## config.mk

```make
export PLATFORM = sky130hd
export DESIGN_NAME = fit_policy_block_allocator_top_flat
export DESIGN_NICKNAME = d
export VERILOG_FILES = /design/src/rtl/core/fba_pkg.sv /design/src/rtl/core/fba_ifs.sv /design/src/rtl/core/fit_policy_block_allocator_top.sv /design/src/rtl/core/fba_ram.sv /design/src/rtl/core/fba_fit_unit.sv /design/src/flat_wrapper.sv
export SDC_FILE = /design/constraint.sdc
export NUM_CORES = 1
export LEC_CHECK = 0
export ABC_CLOCK_PERIOD_IN_PS = 6900
export BUFFER_PORTS_ARGS = -buffer_cell sky130_fd_sc_hd__buf_2
export CORE_UTILIZATION = 24
export DETAILED_ROUTE_END_ITERATION = 10
export PLACE_DENSITY = 0.45
export SLEW_MARGIN = 15
export SYNTH_ARGS = -nofsm -noshare
export SYNTH_HDL_FRONTEND = slang
export SYNTH_HIERARCHICAL = 1
export SYNTH_SLANG_ARGS = --single-unit
```

## constraint.sdc

```tcl
create_clock -name clk -period 6.9 [get_ports clk]
set_input_delay 0.69 -clock clk [delete_from_list [all_inputs] [get_ports clk]]
set_output_delay 0.69 -clock clk [all_outputs]
set_load 0.02 [all_outputs]
```

## src/rtl/core/fba_pkg.sv

```systemverilog
// fba_pkg: shared types, codes and widths of the fit-policy block allocator.
// No dependencies; every other file of the allocator but fba_ram imports it.
package fba_pkg;

	// Fixed widths of the channel fields and the configuration port
	localparam int BLK_IDX_W  = 6;
	localparam int SIZE_IN_W  = 16;
	localparam int NUMBLK_W   = 7;
	localparam int CFG_IDX_W  = 1;
	localparam int CFG_DATA_W = 7;

	// Defaults for the top-level parameters
	localparam int MAX_BLOCKS_DEF = 64;
	localparam int SIZE_WIDTH_DEF = 16;

	localparam logic [NUMBLK_W-1:0] NUM_BLOCKS_RST = 7'd64;

	typedef enum logic [CFG_IDX_W-1:0] {
		REG_POLICY     = 1'b0,
		REG_NUM_BLOCKS = 1'b1
	} fba_reg_t;

	typedef enum logic [1:0] {
		POL_BEST  = 2'd0,
		POL_FIRST = 2'd1,
		POL_WORST = 2'd2,
		POL_NEXT  = 2'd3
	} fba_policy_t;

	typedef enum logic {
		REQ_LOAD  = 1'b0,
		REQ_ALLOC = 1'b1
	} fba_req_t;

	typedef enum logic [1:0] {
		STAT_LOADED  = 2'd0,
		STAT_GRANTED = 2'd1,
		STAT_MISS    = 2'd2
	} fba_status_t;

	typedef enum logic [3:0] {
		S_IDLE = 4'b0001,
		S_SCAN = 4'b0010,
		S_MARK = 4'b0100,
		S_RESP = 4'b1000
	} fba_state_t;

	// Verdict of the shared compare unit on one table entry
	typedef struct packed {
		logic fit;     // free and large enough
		logic better;  // beats the current candidate under the policy
	} fba_fit_t;

endpackage

```

## src/rtl/core/fba_ifs.sv

```systemverilog
// fba_ifs: valid/ready channel interfaces for request and response words.
// Depends on fba_pkg for field widths and codes.
interface fba_req_if import fba_pkg::*; ();
	logic                 valid;
	logic                 ready;
	logic                 req_type;
	logic [BLK_IDX_W-1:0] block_index;
	logic [SIZE_IN_W-1:0] block_size_in;
	logic [SIZE_IN_W-1:0] request_size;

	modport source (output valid, req_type, block_index, block_size_in, request_size,
		input ready);
	modport sink (input valid, req_type, block_index, block_size_in, request_size,
		output ready);
endinterface

interface fba_rsp_if import fba_pkg::*; ();
	logic                 valid;
	logic                 ready;
	fba_status_t          status;
	logic [BLK_IDX_W-1:0] granted_block;

	modport source (output valid, status, granted_block, input ready);
	modport sink (input valid, status, granted_block, output ready);
endinterface

```

## src/rtl/core/fit_policy_block_allocator_top.sv

```systemverilog
// fit_policy_block_allocator_top: block table allocator, four fit policies.
// Depends on fba_pkg, fba_ifs, fba_ram and fba_fit_unit.
//
//  channel   dir  handshake          word
//  req_ch    in   valid/ready        req_type, block_index, block_size_in, request_size
//  rsp_ch    out  valid/ready        status, granted_block
//  cfg       in   cfg_we (no stall)  cfg_index, cfg_data
//
// A load passes from accept through S_RESP to the output register, then S_IDLE.
// An allocate reads the table one entry per cycle through the single RAM read
// port; the scan covers all n entries (best/worst fit, or a miss), fewer when
// first/next fit hits early, n being num_blocks capped at MAX_BLOCKS.
// Reset clears control state only.
// A new word is taken while a finished result waits in the output register.
module fit_policy_block_allocator_top import fba_pkg::*; #(
	parameter int MAX_BLOCKS = MAX_BLOCKS_DEF,
	parameter int SIZE_WIDTH = SIZE_WIDTH_DEF
) (
	input  logic                  clk,
	input  logic                  arst_n,
	fba_req_if.sink               req_ch,
	fba_rsp_if.source             rsp_ch,
	input  logic                  cfg_we,
	input  logic [CFG_IDX_W-1:0]  cfg_index,
	input  logic [CFG_DATA_W-1:0] cfg_data
);
	localparam int IDX_W = $clog2(MAX_BLOCKS);
	localparam int CW    = (IDX_W + 1 > NUMBLK_W) ? IDX_W + 1 : NUMBLK_W;
	localparam int RAM_W = SIZE_WIDTH + 1;

	fba_state_t            state_q;
	fba_policy_t           policy_q;
	logic [NUMBLK_W-1:0]   num_blocks_q;
	logic [BLK_IDX_W-1:0]  lgi_q;
	logic                  lgv_q;
	logic                  found_q;
	logic                  rd_pend_s1;
	logic [CW-1:0]         issue_cnt_q;
	logic                  out_vld_q;

	logic [SIZE_WIDTH-1:0] req_size_q;
	logic [CW-1:0]         n_q;
	logic [IDX_W-1:0]      addr_q;
	logic [IDX_W-1:0]      rd_addr_s1;
	logic [IDX_W-1:0]      pick_q;
	logic [SIZE_WIDTH-1:0] pick_size_q;
	logic [SIZE_WIDTH-1:0] best_left_q;
	fba_status_t           res_status_q;
	logic [BLK_IDX_W-1:0]  res_block_q;
	fba_status_t           out_status_q;
	logic [BLK_IDX_W-1:0]  out_block_q;

	logic                  accept;
	logic                  load_acc;
	logic [CW-1:0]         nb_ext;
	logic [CW-1:0]         n_calc;
	logic [CW-1:0]         lg_next;
	logic [IDX_W-1:0]      start_addr;
	logic [IDX_W-1:0]      addr_nxt;
	logic                  first_mode;
	logic                  stop_hit;
	logic                  issue;
	logic                  eval;
	logic                  scan_end;
	logic                  upd;
	logic                  rsp_load;

	logic                  ram_we;
	logic [IDX_W-1:0]      ram_waddr;
	logic [RAM_W-1:0]      ram_wdata;
	logic [RAM_W-1:0]      ram_rdata;

	fba_fit_t              verdict;
	logic [SIZE_WIDTH-1:0] left;

	assign req_ch.ready = (state_q == S_IDLE);
	assign accept       = req_ch.valid && req_ch.ready;
	assign load_acc     = accept && (req_ch.req_type == REQ_LOAD);

	assign nb_ext = CW'(num_blocks_q);
	assign n_calc = (nb_ext > CW'(MAX_BLOCKS)) ? CW'(MAX_BLOCKS) : nb_ext;

	// next fit resumes after the last grant, unless that lies past the used range
	assign lg_next    = CW'(lgi_q) + CW'(1);
	assign start_addr = (lgv_q && (lg_next < n_calc)) ? IDX_W'(lg_next) : '0;
	assign addr_nxt   = ((CW'(addr_q) + CW'(1)) == n_q) ? '0 : addr_q + IDX_W'(1);

	assign first_mode = (policy_q == POL_FIRST) || (policy_q == POL_NEXT);
	assign stop_hit   = first_mode && found_q;
	assign issue      = (state_q == S_SCAN) && (issue_cnt_q < n_q) && !stop_hit;
	// a read already issued behind a first hit is dropped
	assign eval       = (state_q == S_SCAN) && rd_pend_s1 && !stop_hit;
	assign scan_end   = (state_q == S_SCAN) &&
		(stop_hit || ((issue_cnt_q == n_q) && !rd_pend_s1));
	assign upd        = eval && verdict.fit && verdict.better;
	assign rsp_load   = (state_q == S_RESP) && (!out_vld_q || rsp_ch.ready);

	// entry = {taken, size}
	assign ram_we    = (load_acc && (CW'(req_ch.block_index) < CW'(MAX_BLOCKS))) ||
		((state_q == S_MARK) && found_q);
	assign ram_waddr = (state_q == S_MARK) ? pick_q : IDX_W'(req_ch.block_index);
	assign ram_wdata = (state_q == S_MARK) ? {1'b1, pick_size_q} :
		{1'b0, SIZE_WIDTH'(req_ch.block_size_in)};

	fba_ram #(
		.WIDTH(RAM_W),
		.DEPTH(MAX_BLOCKS)
	) u_table (
		.clk  (clk),
		.we   (ram_we),
		.waddr(ram_waddr),
		.wdata(ram_wdata),
		.re   (issue),
		.raddr(addr_q),
		.rdata(ram_rdata)
	);

	fba_fit_unit #(
		.SIZE_WIDTH(SIZE_WIDTH)
	) u_fit (
		.entry_size (ram_rdata[SIZE_WIDTH-1:0]),
		.entry_taken(ram_rdata[SIZE_WIDTH]),
		.req_size   (req_size_q),
		.policy     (policy_q),
		.found      (found_q),
		.best_left  (best_left_q),
		.verdict    (verdict),
		.left       (left)
	);

	always_ff @(posedge clk or negedge arst_n) begin
		if (!arst_n) begin
			state_q      <= S_IDLE;
			policy_q     <= POL_FIRST;
			num_blocks_q <= NUM_BLOCKS_RST;
			lgi_q        <= '0;
			lgv_q        <= 1'b0;
			found_q      <= 1'b0;
			rd_pend_s1   <= 1'b0;
			issue_cnt_q  <= '0;
			out_vld_q    <= 1'b0;
		end else begin
			rd_pend_s1 <= issue;
			if (cfg_we) begin
				unique case (fba_reg_t'(cfg_index))
					REG_POLICY:     policy_q <= fba_policy_t'(cfg_data[1:0]);
					REG_NUM_BLOCKS: num_blocks_q <= cfg_data;
					default:        ;
				endcase
			end
			if (rsp_load) begin
				out_vld_q <= 1'b1;
			end else if (rsp_ch.ready) begin
				out_vld_q <= 1'b0;
			end
			unique case (state_q)
				S_IDLE: begin
					if (accept) begin
						found_q     <= 1'b0;
						issue_cnt_q <= '0;
						state_q     <= (req_ch.req_type == REQ_LOAD) ? S_RESP : S_SCAN;
					end
				end
				S_SCAN: begin
					if (issue) begin
						issue_cnt_q <= issue_cnt_q + CW'(1);
					end
					if (upd) begin
						found_q <= 1'b1;
					end
					if (scan_end) begin
						state_q <= S_MARK;
					end
				end
				S_MARK: begin
					if (found_q) begin
						lgi_q <= BLK_IDX_W'(pick_q);
						lgv_q <= 1'b1;
					end
					state_q <= S_RESP;
				end
				S_RESP: begin
					if (rsp_load) begin
						state_q <= S_IDLE;
					end
				end
				default: state_q <= S_IDLE;
			endcase
		end
	end

	always_ff @(posedge clk) begin
		if (accept) begin
			req_size_q   <= SIZE_WIDTH'(req_ch.request_size);
			n_q          <= n_calc;
			addr_q       <= (policy_q == POL_NEXT) ? start_addr : '0;
			res_status_q <= STAT_LOADED;
			res_block_q  <= '0;
		end else if (issue) begin
			addr_q <= addr_nxt;
		end
		if (issue) begin
			rd_addr_s1 <= addr_q;
		end
		if (upd) begin
			pick_q      <= rd_addr_s1;
			pick_size_q <= ram_rdata[SIZE_WIDTH-1:0];
			best_left_q <= left;
		end
		if (state_q == S_MARK) begin
			res_status_q <= found_q ? STAT_GRANTED : STAT_MISS;
			res_block_q  <= found_q ? BLK_IDX_W'(pick_q) : '0;
		end
		if (rsp_load) begin
			out_status_q <= res_status_q;
			out_block_q  <= res_block_q;
		end
	end

	assign rsp_ch.valid         = out_vld_q;
	assign rsp_ch.status        = out_status_q;
	assign rsp_ch.granted_block = out_block_q;

	a_rsp_after_resp: assert property (@(posedge clk) disable iff (!arst_n)
		$rose(rsp_ch.valid) |-> $past(state_q == S_RESP))
		else $error("response word raised outside the response state");

	a_block_zero_unless_grant: assert property (@(posedge clk) disable iff (!arst_n)
		rsp_ch.valid && (rsp_ch.status != STAT_GRANTED) |-> (rsp_ch.granted_block == '0))
		else $error("nonzero block index on a load or miss word");

	a_no_write_in_scan: assert property (@(posedge clk) disable iff (!arst_n)
		(state_q == S_SCAN) |-> !ram_we)
		else $error("table written during a scan");

	a_scan_bounded: assert property (@(posedge clk) disable iff (!arst_n)
		(state_q == S_SCAN) |-> (issue_cnt_q <= n_q))
		else $error("scan read past the blocks in use");

endmodule

```

## src/rtl/core/fba_ram.sv

```systemverilog
// fba_ram: generic single-write, single-read RAM with registered read data.
// No dependencies.
module fba_ram #(
	parameter int WIDTH = 17,
	parameter int DEPTH = 64
) (
	input  logic                     clk,
	input  logic                     we,
	input  logic [$clog2(DEPTH)-1:0] waddr,
	input  logic [WIDTH-1:0]         wdata,
	input  logic                     re,
	input  logic [$clog2(DEPTH)-1:0] raddr,
	output logic [WIDTH-1:0]         rdata
);
	logic [WIDTH-1:0] mem [DEPTH];

	always_ff @(posedge clk) begin
		if (we) begin
			mem[waddr] <= wdata;
		end
		if (re) begin
			rdata <= mem[raddr];
		end
	end
endmodule

```

## src/rtl/core/fba_fit_unit.sv

```systemverilog
// fba_fit_unit: shared compare unit, judges one table entry per cycle.
// Depends on fba_pkg for the policy codes and the verdict struct.
module fba_fit_unit import fba_pkg::*; #(
	parameter int SIZE_WIDTH = SIZE_WIDTH_DEF
) (
	input  logic [SIZE_WIDTH-1:0] entry_size,
	input  logic                  entry_taken,
	input  logic [SIZE_WIDTH-1:0] req_size,
	input  fba_policy_t           policy,
	input  logic                  found,
	input  logic [SIZE_WIDTH-1:0] best_left,
	output fba_fit_t              verdict,
	output logic [SIZE_WIDTH-1:0] left
);
	always_comb begin
		left = entry_size - req_size;
		verdict.fit = !entry_taken && (entry_size >= req_size);
		// ties keep the entry scanned first (the lower index, but for a wrapped next fit)
		case (policy)
			POL_BEST:  verdict.better = !found || (left < best_left);
			POL_WORST: verdict.better = !found || (left > best_left);
			default:   verdict.better = !found;
		endcase
	end
endmodule

```

## src/flat_wrapper.sv

```systemverilog
// flat-port wrapper written by rule: the top's interface ports become plain ports
module fit_policy_block_allocator_top_flat import fba_pkg::*;
#(
	parameter int MAX_BLOCKS = MAX_BLOCKS_DEF,
	parameter int SIZE_WIDTH = SIZE_WIDTH_DEF
)
  (clk, arst_n, cfg_we, cfg_index, cfg_data, req_ch_valid, req_ch_req_type, req_ch_block_index, req_ch_block_size_in, req_ch_request_size, req_ch_ready, rsp_ch_valid, rsp_ch_status, rsp_ch_granted_block, rsp_ch_ready);
  fba_req_if req_ch_i ();
  fba_rsp_if rsp_ch_i ();
  input  logic clk;
  input  logic arst_n;
  input  logic cfg_we;
  input  logic [CFG_IDX_W-1:0] cfg_index;
  input  logic [CFG_DATA_W-1:0] cfg_data;
  input wire logic [$bits(req_ch_i.valid)-1:0] req_ch_valid;
  input wire logic [$bits(req_ch_i.req_type)-1:0] req_ch_req_type;
  input wire logic [$bits(req_ch_i.block_index)-1:0] req_ch_block_index;
  input wire logic [$bits(req_ch_i.block_size_in)-1:0] req_ch_block_size_in;
  input wire logic [$bits(req_ch_i.request_size)-1:0] req_ch_request_size;
  output wire logic [$bits(req_ch_i.ready)-1:0] req_ch_ready;
  output wire logic [$bits(rsp_ch_i.valid)-1:0] rsp_ch_valid;
  output wire logic [$bits(rsp_ch_i.status)-1:0] rsp_ch_status;
  output wire logic [$bits(rsp_ch_i.granted_block)-1:0] rsp_ch_granted_block;
  input wire logic [$bits(rsp_ch_i.ready)-1:0] rsp_ch_ready;
  assign req_ch_i.valid = req_ch_valid;
  assign req_ch_i.req_type = req_ch_req_type;
  assign req_ch_i.block_index = req_ch_block_index;
  assign req_ch_i.block_size_in = req_ch_block_size_in;
  assign req_ch_i.request_size = req_ch_request_size;
  assign req_ch_ready = req_ch_i.ready;
  assign rsp_ch_valid = rsp_ch_i.valid;
  assign rsp_ch_status = rsp_ch_i.status;
  assign rsp_ch_granted_block = rsp_ch_i.granted_block;
  assign rsp_ch_i.ready = rsp_ch_ready;
  fit_policy_block_allocator_top #(.MAX_BLOCKS(MAX_BLOCKS), .SIZE_WIDTH(SIZE_WIDTH)) u_core (.clk(clk), .arst_n(arst_n), .req_ch(req_ch_i), .rsp_ch(rsp_ch_i), .cfg_we(cfg_we), .cfg_index(cfg_index), .cfg_data(cfg_data));
endmodule
```

# Word level (Yosys, flattened, before mapping)
# Memories as Yosys holds them, arrays and structs flattened. A register that Yosys moved wholly into a read port is not among the register bits.
# Cells that the tools add are included.
# totals
ff_bits	119
latch_bits	0
ram_bits	1088
mem_bits_ro	0
in_bits	52
output_inout_bits	10
word_cells	115
memories	1
# op_classes
addsub	5
multipliers	0
div	0
n_lt_le_gt_ge	6
eq_ne	14
n_shift	0
muxes	30
bitwise	2
reduce_logical	37
# memory_table
memory	depth	width	rd	rd_ports_with_merged_regs	write_ports	line	text
u_core.u_table.mem	64	17	1	1	1	fba_ram.sv:15	logic [WIDTH-1:0] mem [DEPTH];
# ops
cell	n
6-bit 2-to-1 mux	9
7-bit 2-to-1 mux	3
17-bit 2-to-1 mux	1
16-bit greater-or-equal comparator	1
16-bit greater-than comparator	1
16-bit less-than comparator	1
4-bit 2-to-1 mux	4
4-bit one-hot mux with 4 select lines	1
16-bit subtractor	1
1-bit logical AND	15
6-bit by 1-bit adder with 7-bit output, second input constant	2
7-bit equality test	2
7-bit less-than comparator	2
7-bit one-hot mux with 2 select lines	1
3-bit AND reduction	3
2-bit by 1-bit inequality test with 1-bit output, second input constant	4
2-bit nonzero test	4
7-bit by 1-bit adder with 7-bit output, second input constant	1
7-bit greater-than comparator, second input constant	1
6-bit by 1-bit adder with 6-bit output, second input constant	1
1-bit logical OR	6
1-bit 2-to-1 mux	6
2-bit 2-to-1 mux	3
2-bit AND reduction	3
other kinds (11)	18

# Logic depth before layout (Yosys ltp)
# Gate-level depths: netlist (run 1).
# depth
depth_word	9
depth_mapped	21
ltp_nobuf	21

# Hierarchy
# Netlist (run 1), hierarchy kept.
# modules_own_cells
module	instances	cells_per_inst	area_each_um2
fba_ram	1	1953	42514.5
fit_policy_block_allocator_top	1	333	4954.8
fba_fit_unit	1	172	1268.7

# Worst setup path before layout (run 1)
# OpenSTA, ideal clock, no wires.
# synth_path
kind	register to register
from	reg u_core.u_table.rdata[0], read port of u_core.u_table.mem
to	reg u_core.best_left_q[0] (enable)
arrival_ns	5.114
path_slack_ns	1.352
stages_incl_launch_ff	19
n_path_buf	0
period_less_slack_ns	5.548
cell_sequence	edfxtp_1 -> inv_1 -> ha_1 -> inv_1 -> fa_1 -> a211oi_1 -> o21a_1 -> o21ai_1 -> a41oi_2 -> o21ai_1 -> xor2_1 -> ha_1 -> nand4_1 -> nor3_1 -> a21boi_0 -> or4b_1 -> o311ai_1 -> nand3_1 -> nor2_1
# synth_rtl
item	line	text
start, declared	fba_ram.sv:13	output logic [WIDTH-1:0] rdata
end signal, assigned	fit_policy_block_allocator_top.sv:208	best_left_q <= left;
end, declared	fit_policy_block_allocator_top.sv:47	logic [SIZE_WIDTH-1:0] best_left_q;

==> results of run 1 <==
power by group through the flow:
stage | Clock [mW] | Combinational (mW) | Sequential, mW
floorplan | 0 | 3.14 | 8.67
finish | 7.18 | 4.84 | 8.56
CTS | 7.39 | 4.95 | 8.57
global route | 7.65 | 5.17 | 8.58
global placement | 0 | 4.95 | 8.72
detailed placement | 0 | 4.93 | 8.72
worst max-delay path, stage by stage, from the launching register on:
cell and delay [ns]:
edfxtp_1 0.39, inv_1 0.07, ha_1 0.18, inv_1 0.07, fa_1 0.51, a211oi_1 0.29
o21a_1 0.22, o21ai_1 0.09, a41oi_2 0.25, o21ai_1 0.11, xor2_1 0.20, ha_1 0.29
nand4_1 0.16, nor3_1 0.08, a21boi_0 0.13, or4b_1 0.50, o311ai_1 0.24, nand3_1 0.15
nor2_4 0.40, buf_12 0.26
logic make-up after synthesis:
group / Yosys count / synth area share [%]
muxes: 390 / 13.67
AOI/OAI and AO/OA: 269 / 4.149
adders and majority gates: 49 / 1.273
and+or+nand+nor: 322 / 3.322
DFF: 1224 / 75.11
xor gates and xnor gates: 30 / 0.5391
buffers and inverters: 174 / 1.938
cells in the mapped netlist, drive strengths merged, types with 21 or more instances:
cell type and n:
mux2i 131, buf 69, mux2 43, mux4 216, a21oi 36, a22oi 63, a221oi 45, clkbuf 51
inv 54, o21ai 21, nor2 114, a211oi 28, edfxtp 1194, nand3 36, nor2b 32, a21o 22
and3 24, nand2 49, ha 48, dfrtp 27
layout by cell type (no fill, tap or decap), drive strengths merged, types with 22 or more instances in the layout:
master	netlist	routed
a22oi	63	63
edfxtp	1194	1194
dfrtp	27	27
mux2	43	43
buf	69	173
mux2i	131	131
nand3	36	36
a21o	22	22
and3	24	24
a21oi	36	36
nor2b	32	32
clkbuf	51	175
mux4	216	216
clkinv	0	42
inv	54	63
nand2	49	49
ha	48	48
a221oi	45	45
a211oi	28	28
nor2	114	114
final timing paths:
kind,to,from,depth (start not counted)
min in group asynchronous,u_core/issue_cnt_q[2],arst_n,2
max reg2reg,u_core/best_left_q[0],u_core/u_table/rdata[0],19
min,u_core/req_size_q[15],req_ch_request_size[15],1
min reg2reg,u_core/rsp_ch.status[0],u_core/res_status_q[0],0
max,u_core/best_left_q[0],u_core/u_table/rdata[0],19
max in group asynchronous,u_core/lgi_q[1],arst_n,2
cell type report:
| type | instances | area (µm²) | share of cell area [%] |
|---|---|---|---|
| inverters | 54 | 202.7 | 0.3546 |
| repair buffers | 174 | 1235 | 2.161 |
| flip-flops and latches | 1224 | 36610 | 64.05 |
| multi-input cells | 1060 | 11350 | 19.87 |
| diodes | 3 | 7.507 | 0.01313 |
| well taps | 2672 | 3343 | 5.849 |
| clock buffers | 175 | 3666 | 6.414 |
| clock inverters | 67 | 740.7 | 1.296 |
through the flow:
step	instances	worst slack, ns	cell area (µm²)	total power, mW
floorplan	2458	1.352	48740	11.81
global placement	5181	1.674	52690	13.67
detailed placement	5181	1.611	52690	13.66
CTS	5424	1.578	57110	20.91
global route	5427	1.622	57150	21.40
finish	5429	2.000	57160	20.58
routing by layer:
| layer | track usage, % | part of all wire [%] | vias up |
|---|---|---|---|
| met5 | 0 | 0 | - |
| met4 | 3.586 | 2.3 | 0 |
| met3 | 2.423 | 4.6 | 157 |
| met2 | 20.26 | 48 | 565 |
| met1 | 17.18 | 45 | 12820 |
| li1 | - | - | 10530 |
flip-flops by register name, summed over array words and instances (netlist names), 4 cells and up:
| signal | count |
|---|---|
| u_core/nb_ext | 7 |
| u_core/pick_q | 6 |
| u_core/best_left_q | 16 |
| u_core/rsp_ch.granted_block | 6 |
| u_core/addr_q | 6 |
| u_core/lgi_q | 6 |
| u_core/state_q | 4 |
| u_core/pick_size_q | 16 |
| u_core/n_q | 7 |
| u_core/u_table/rdata | 17 |
| u_core/u_table/mem | 1088 |
| u_core/rd_addr_s1 | 6 |
| u_core/req_size_q | 16 |
| u_core/res_block_q | 6 |
| u_core/issue_cnt_q | 7 |
what timing repair did:
item	4_1_cts	5_1_grt
hold buffers	1	0
resized for setup	0	0
hold endpoints to repair	27	0
==> flow_metrics.py, run 1 <==
metrics = {
    "logic_synthesis": {
        "synthTopCellsByArea": "edfxtp_1 74%, mux4_2 10%, mux2i_1 2.7%",
        "synth_flop_cell": "edfxtp_1",
        "synth_edf_count": 1194,
        "yosys.area.top_type": "edfxtp_1",
        "ys_warn_count": 6,
        "synthCells": 2458,
        "async_reset_ff_share_pct": 2.451,
        "syn_nets": 2559,
        "syn_area_mm2": 0.04874,
        "synth_seq_area_share_pct": 75.11,
        "syn_area_per_cell_um2": 19.83,
        "synth_cell_types": 72,
        "ys_seq_elements": 1224,
        "yosysTopAreaCellShare_pct": 73.57,
    },
    "die": {
        "die-area_mm2": 0.2049,
        "die_h_um": 452.6,
        "core.rowCount": 165,
        "ios": 62,
        "core_area_mm2": 0.2019,
        "start_util_pct": 24.14,
        "die_x_um": 452.6,
    },
    "detailed_routing": {
        "via_per_inst": 4.433,
        "vias": 24070,
        "drt_iter0_drc": 2077,
        "routed_wl_um": 130000,
        "drtAntennaViolNets": 0,
        "drc_errors": 0,
        "dr.pass1.iters": 5,
        "wire_per_inst_um": 23.95,
    },
    "grt": {
        "antenna_found_initial": 6,
        "overflow": 0,
        "grt_pass1_vias": 24280,
        "grt_pass1_wl_um": 184900,
        "grt_max_degree": 102,
        "grt_usage_pct": 12.59,
    },
    "placed_design": {
        "hpwl_um": 77840,
        "place.gp.congestion": 0.8148,
        "port_buffers": 61,
    },
    "final_layout": {
        "fin_util_pct": 28.31,
        "layout-drive-gt1-share_pct": 25.27,
        "fin_nets": 2752,
        "nFillCells": 20080,
        "areaGrowthSynthToFinish_pct": 17.28,
    },
    "sta": {
        "setup_violations": 0,
        "grt_setup_unrepaired": "false",
        "layout_min_cycle_time_ns": 4.900,
        "finalSetupTns_ns": 0,
        "hold_violations": 0,
        "period_share_pct": 71.02,
        "holdWs_ns": 0.09594,
        "maxSlewViolCount": 0,
        "skew_ns": 0.02685,
        "max_freq_ghz": 0.2041,
        "worstMarginPinSlew_ns": 1.225,
        "maxSlewHeadroom_pct": 18.28,
    },
    "cts": {
        "path_clk_slew_ns": 0.06,
        "clk_latency_ns": 0.77,
        "post_cts_buffers": 0,
        "cts_root_buffer": "clkbuf_16",
        "ctsHtreeMaxLevel": 4,
        "clockBufferDepth": 3,
        "cts_buffers": 137,
        "cts_tree": "done",
        "clock_sinks": 1224,
    },
    "power_and_ir_drop": {
        "comb_power_share_pct": 23.5,
        "vdd_drop_max_mv": 0.2035,
        "intPower_mw": 14.42,
        "seqPwrFrac_pct": 41.6,
        "switching_share_pct": 29.93,
        "leakagePower_nw": 18.25,
        "p_sw_mw": 6.160,
        "p_clk_share_pct": 34.9,
        "powerDensity_mw_per_mm2": 360.1,
    },
    "critical_path": {
        "cp.required_ns": 7.36,
        "worstPathMaxFanout": 26,
        "r2r_slack_ns": 2.00,
        "worstSetupEndpointType": "flip-flop",
        "arrival_ns": 5.36,
        "criticalPathCategory": "reg2reg",
        "cp-start-kind": "flip-flop",
    },
    "outcome": {
        "status": "completed",
    },
    "hold_path": {
        "hold_path_class": "in2reg",
    },
    "flow_run": {
        "maxCapViolations": 0,
    },
}
No activity file was read; power rests on OpenSTA's default activity.
==> run 2, diff against run 1 <==
ABC_CLOCK_PERIOD_IN_PS = 4980   (was 6900)
clock period = 4.98 ns   (was 6.9 ns; I/O delays follow)
==> flow_metrics.py, run 2 (synthesized netlist as in run 1, its figures left out) <==
metrics = {
    "grt": {
        "antenna_found_initial": 1,
        "grt_pass1_vias": 24910,
        "grt_usage_pct": 12.92,
        "grt_pass1_wl_um": 190000,
        "grt_max_degree": 86,
        "overflow": 0,
    },
    "power_and_ir_drop": {
        "leakagePower_nw": 18.40,
        "powerDensity_mw_per_mm2": 489.0,
        "vdd_drop_max_mv": 0.3791,
    },
    "critical_path": {
        "criticalPathCategory": "reg2reg",
        "arrival_ns": 5.07,
        "cp_cell_sequence": "inv_1 > ha_1 > inv_1 > fa_1 > a211oi_1 > o21a_1 > o21ai_1 > a41oi_2 > o21ai_1 > xor2_1 > ha_1 > a21oi_1 > nand2_1 > a21oi_1 > or4b_1 > o311ai_1 > nand3_1 > nor2_4 > buf_12",
        "cp.required_ns": 5.44,
        "cp-start-kind": "flip-flop",
        "worstPathMaxFanout": 16,
        "slowest_stage": "fa_1",
        "slowest_delay_ns": 0.49,
        "worstSetupEndpointType": "flip-flop",
    },
    "sta": {
        "hold_violations": 0,
        "layout_min_cycle_time_ns": 4.608,
        "max_freq_ghz": 0.2170,
        "worstMarginPinSlew_ns": 1.131,
        "setup_violations": 0,
        "finalSetupTns_ns": 0,
        "period_share_pct": 92.53,
        "grt_setup_unrepaired": "false",
        "maxSlewHeadroom_pct": 24.62,
        "skew_ns": 0.02620,
        "maxSlewViolCount": 0,
    },
    "detailed_routing": {
        "vias": 24360,
        "wire_per_inst_um": 24.31,
        "drc_errors": 0,
        "via_per_inst": 4.449,
        "routed_wl_um": 133100,
        "drt_iter0_drc": 2019,
        "drtAntennaViolNets": 0,
        "dr.pass1.iters": 5,
    },
    "cts": {
        "path_clk_slew_ns": 0.07,
        "cts_buffers": 133,
        "clockBufferDepth": 3,
        "clock_sinks": 1224,
        "ctsHtreeMaxLevel": 4,
        "ctsResizeCount": 0,
        "clk_latency_ns": 0.77,
        "cts_tree": "done",
        "cts_root_buffer": "clkbuf_16",
    },
    "final_layout": {
        "areaGrowthSynthToFinish_pct": 17.78,
        "largest_register": "u_core/u_table/mem",
        "nFillCells": 19980,
        "top_regs": "u_core/u_table/mem: 1088 flops, u_core/u_table/rdata: 17 flops",
        "layout-drive-gt1-share_pct": 25.50,
        "final_common_cell": "edfxtp_1",
        "fin_nets": 2809,
        "largest_reg_flops": 1088,
        "fin_util_pct": 28.43,
        "finish.instance_area_mm2": 0.05740,
        "final_cell_mix": "1194 x edfxtp_1, 216 x mux4_2, 135 x clkbuf_16",
        "final_cells": 5475,
    },
    "placed_design": {
        "hpwl_um": 80980,
        "port_buffers": 61,
        "postPlaceCellArea_mm2": 0.05310,
        "place.gp.congestion": 0.7660,
        "post-place-cells": 5218,
    },
    "die": {
        "ios": 62,
        "die_x_um": 452.6,
        "start_util_pct": 24.14,
        "die_h_um": 452.6,
        "die-area_mm2": 0.2049,
        "core.rowCount": 165,
        "core_area_mm2": 0.2019,
    },
    "hold_path": {
        "hold_path_class": "in2reg",
    },
    "flow_run": {
        "maxCapViolations": 0,
    },
    "outcome": {
        "status": "completed",
    },
}
-- run 2: changes by cell type in the layout (fill, tap and decap cells not counted), moves of 4 or more --
cell,before,now
dlygate4sd3_1,1,26
buf_12,6,15
clkinv_1,19,24
buf_4,105,133
clkbuf_16,141,135
clkinvlp_4,5,0
clkinv_8,3,7
bufinv_16,11,3
-- run 2: worst max-delay path: cells and delay by family, from the launching register on --
family	cells	cell delay [ns]
buffers and inverters	3	0.33
adder cells (fa/ha/maj)	3	1.00
AO/OA/AOI/OAI	8	1.49
flip-flops	1	0.39
XOR/XNOR	1	0.16
AND/OR/NAND/NOR	4	0.91
-- run 2: final timing paths --
path                                              start                        endpoint  slack (ns)  cells past startpoint
max in group asynchronous                        arst_n                 u_core/lgi_q[1]        4.14                      2
worst min-delay path                       rsp_ch_ready             u_core/rsp_ch.valid        0.08                      3
worst min register to register    u_core/res_block_q[4]  u_core/rsp_ch.granted_block[4]        0.42                      0
worst max-delay path            u_core/u_table/rdata[0]          u_core/pick_size_q[10]        0.37                     19
min in group asynchronous                        arst_n                u_core/nb_ext[0]        0.36                      2
worst max register to register  u_core/u_table/rdata[0]          u_core/pick_size_q[10]        0.37                     19
-- run 2: report_power, final --
part	internal (mW)	leakage, nW	switching [mW]
Combinational	2.63	5.38	4.31
Sequential	11.7	11.1	0.170
Clock	5.19	1.97	4.07
-- run 2: cell type report --
cell class                      count  area (µm²)  share of cell area [%]
Sequential cell                  1224       36610                   63.78
Antenna cell                        3       7.507                 0.01308
Timing Repair Buffer              235        1864                   3.248
Clock buffer                      169        3526                   6.142
Inverter                           54       202.7                  0.3531
Multi-Input combinational cell   1060       11350                   19.77
Tap cell                         2672        3343                   5.824
Clock inverter                     58       499.2                  0.8697
-- run 2: timing repair --
| item | CTS | global route |
|---|---|---|
| endpoints found under the setup margin | 0 | 10 |
| buffers inserted | 0 | 1 |
| hold buffers | 26 | 0 |
| hold endpoints to repair | 54 | 0 |
-- run 2: routing by layer --
| layer | vias up | part of all wire, % | GRT usage (%) | routed length (µm) |
|---|---|---|---|---|
| met5 | - | 0 | 0 | 0 |
| met4 | 0 | 2.0 | 3.496 | 2643 |
| met3 | 159 | 4.0 | 2.203 | 5274 |
| met2 | 473 | 49 | 21.14 | 64740 |
| met1 | 13110 | 45 | 17.60 | 60430 |
| li1 | 10620 | - | - | - |
-- run 2: through the flow --
stage / hold WS [ns] / setup slack [ns] / power, mW
final: 0.08404 / 0.3722 / 28.07
after global routing: 0.08429 / 0.09120 / 29.13
after CTS: 0.01737 / 0.2257 / 28.47
after detailed placement: 0.4061 / 0.2680 / 19.12
after global placement: 0.4014 / 0.2667 / 19.12
after floorplan: 0.2024 / 0.06336 / 16.37
==> run 3, diff against run 2 <==
SYNTH_HIERARCHICAL = unset   (was 1)
==> flow_metrics.py, run 3 <==
metrics = {
    "outcome": {
        "status": "completed",
    },
    "logic_synthesis": {
        "synthCells": 2363,
        "synthMuxAreaShare_pct": 13.05,
        "syn_area_mm2": 0.04802,
        "synth_top_family_by_area": "multiplexers",
        "synth_flop_cell": "edfxtp_1",
        "synth-xor-area-share_pct": 0.4924,
        "syn_area_per_cell_um2": 20.32,
        "async_reset_ff_share_pct": 2.451,
        "ys_warn_count": 0,
        "synth.top_cells.by_count": "1194 x edfxtp_1, 272 x mux4_2, 139 x nand2_1",
        "syn_nets": 2464,
        "yosysTopAreaCellShare_pct": 74.66,
        "yosys.area.top_type": "edfxtp_1",
        "synth_adder_area_share_pct": 1.292,
        "yosys.area_share.simple_pct": 3.233,
        "synth_cell_types": 64,
        "synth_most_common_cell": "edfxtp_1",
        "synth_compound_gate_area_share_pct": 4.202,
        "synth_seq_area_share_pct": 76.23,
        "synthTopCellsByArea": "edfxtp_1 75%, mux4_2 13%, dfrtp_1 1.4%",
        "ys_seq_elements": 1224,
        "synth_edf_count": 1194,
    },
    "final_layout": {
        "largest_register": "u_core.u_table.mem",
        "multi_input_area_mm2": 0.01093,
        "fin_nets": 2712,
        "seq_area_mm2": 0.03661,
        "final_cell_mix": "1194 x edfxtp_1, 272 x mux4_2, 141 x clkbuf_16",
        "final_common_cell": "edfxtp_1",
        "largest_reg_flops": 1088,
        "areaGrowthSynthToFinish_pct": 19.18,
        "layout-drive-gt1-share_pct": 28.21,
        "nFillCells": 19370,
        "top_regs": "u_core.u_table.mem: 1088 flops, u_core.u_table.rdata: 17 flops",
    },
    "detailed_routing": {
        "via_per_inst": 4.457,
        "drt_iter0_drc": 2076,
        "vias": 23890,
        "dr.pass1.iters": 7,
        "routed_wl_um": 128500,
        "drc_errors": 0,
        "drtAntennaViolNets": 0,
        "wire_per_inst_um": 23.97,
    },
    "power_and_ir_drop": {
        "comb_power_share_pct": 27.7,
        "p_total_mw": 30.52,
        "vdd_drop_max_mv": 0.3650,
        "powerDensity_mw_per_mm2": 533.3,
        "intPower_mw": 21.02,
        "leakagePower_nw": 18.34,
        "switching_share_pct": 31.15,
        "p_sw_mw": 9.507,
        "seqPwrFrac_pct": 39.7,
        "p_clk_share_pct": 32.6,
    },
    "critical_path": {
        "worstPathMaxFanout": 29,
        "arrival_ns": 4.80,
        "cp.required_ns": 5.43,
        "criticalPathCategory": "reg2reg",
        "worstSetupEndpointType": "flip-flop",
        "cp_cell_sequence": "ha_1 > nor2b_1 > o21ai_0 > nand2_1 > a2111oi_0 > buf_4 > nand3_1 > o311ai_0 > ha_1 > nand4_1 > nor2_1 > a2111oi_0 > nand2_1 > mux2i_1 > a21oi_4 > buf_12",
        "slowest_stage": "a2111oi_0",
        "r2r_slack_ns": 0.63,
        "cp-start-kind": "flip-flop",
        "slowest_delay_ns": 0.47,
    },
    "flow_run": {
        "maxCapViolations": 0,
    },
    "cts": {
        "clk_latency_ns": 0.78,
        "clock_sinks": 1224,
        "cts_root_buffer": "clkbuf_16",
        "cts_buffers": 137,
        "cts_tree": "done",
        "clockBufferDepth": 3,
        "path_clk_slew_ns": 0.06,
        "ctsHtreeMaxLevel": 4,
    },
    "placed_design": {
        "place.gp.congestion": 0.7537,
        "dp_slack_ns": 0.6215,
        "hpwl_um": 77950,
        "port_buffers": 61,
    },
    "hold_path": {
        "hold_path_class": "in2reg",
    },
    "die": {
        "die-area_mm2": 0.2019,
        "start_util_pct": 24.25,
        "core_area_mm2": 0.1980,
        "ios": 62,
        "die_h_um": 449.3,
        "die_x_um": 449.3,
        "core.rowCount": 163,
    },
    "sta": {
        "maxSlewViolCount": 0,
        "layout_min_cycle_time_ns": 4.348,
        "max_freq_ghz": 0.2300,
        "setup_ws_ns": 0.6324,
        "finalSetupTns_ns": 0,
        "worstMarginPinSlew_ns": 1.189,
        "period_share_pct": 87.30,
        "hold_violations": 0,
        "skew_ns": 0.02388,
        "setup_violations": 0,
        "maxSlewHeadroom_pct": 20.47,
        "grt_setup_unrepaired": "false",
    },
    "grt": {
        "overflow": 0,
        "grt_usage_pct": 12.63,
        "grt_max_degree": 97,
        "grt_pass1_wl_um": 183800,
        "antenna_found_initial": 8,
        "grt_pass1_vias": 24830,
    },
}
## run 3: worst paths after layout
check | startpoint | end | depth (start not counted)
worst max-delay path | u_core.u_table.rdata[2] | u_core.pick_size_q[3] | 16
worst min-delay path | rsp_ch_ready | u_core.rsp_ch.valid | 3
worst max register to register | u_core.u_table.rdata[2] | u_core.pick_size_q[3] | 16
worst min register to register | u_core.rd_addr_s1[0] | u_core.pick_q[0] | 0
max in group asynchronous | arst_n | u_core.issue_cnt_q[4] | 2
min in group asynchronous | arst_n | u_core.lgi_q[4] | 2
## run 3: what timing repair did
action | 4_1_cts | 5_1_grt
hold buffers | 26 | 0
resized for setup | 0 | 0
endpoints found under the hold margin | 54 | 0
setup buffers | 0 | 0
## run 3: final cells by class
type	count	area share, %
repair buffers	224	3.047
inverters	62	0.4088
clock inverters	77	1.351
clock buffers	166	6.329
flip-flops and latches	1224	63.96
well taps	2640	5.771
diodes	6	0.02623
multi-input cells	962	19.10
## run 3: logic make-up (layout without fill, tap and decap cells)
group | after synthesis | count (layout)
DFF | 1224 | 1224
AOI/OAI and AO/OA | 264 | 264
buffers and inverters | 177 | 529
other | 0 | 6
adders and majority gates | 49 | 49
xor gates and xnor gates | 27 | 27
muxes | 285 | 285
and+or+nand+nor | 337 | 337
## run 3: critical path: cells and delay by family (launching register included)
| kind | cells | cell delay, ns |
|---|---|---|
| AOI/OAI and AO/OA | 5 | 1.55 |
| and+or+nand+nor | 6 | 0.74 |
| adders and majority gates | 2 | 0.72 |
| buffers and inverters | 2 | 0.43 |
| DFF | 1 | 0.38 |
| muxes | 1 | 0.17 |
## run 3: per-layer routing
metal	GRT usage, %	share of wire [%]	up-vias
li1	-	-	10300
met1	17.64	46	12850
met2	19.86	47	572
met3	2.149	4.7	173
met4	4.122	2.3	0
met5	0	0	-
## run 3: power groups by stage
stage	Sequential [mW]	Combinational, mW	Clock [mW]
final	12.1	8.45	9.95
after global routing	12.1	9.05	10.6
after CTS	12.1	8.61	10.2
after detailed placement	12.3	8.58	0
after global placement	12.3	8.60	0
after floorplan	12.3	5.27	0
## run 3: metrics by stage
| stage | std cells | instance area, µm² | utilization, % | hold slack (ns) |
|---|---|---|---|---|
| 4_1_cts | 5355 | 57210 | 28.89 | 0.07317 |
| 3_5_place_dp | 5086 | 52560 | 26.54 | 0.4045 |
| 3_3_place_gp | 5086 | 52560 | 26.54 | 0.4015 |
| 6_report | 5361 | 57230 | 28.90 | 0.1369 |
| 2_1_floorplan | 2363 | 48030 | - | 0.2024 |
| 5_1_grt | 5358 | 57230 | 28.90 | 0.1190 |
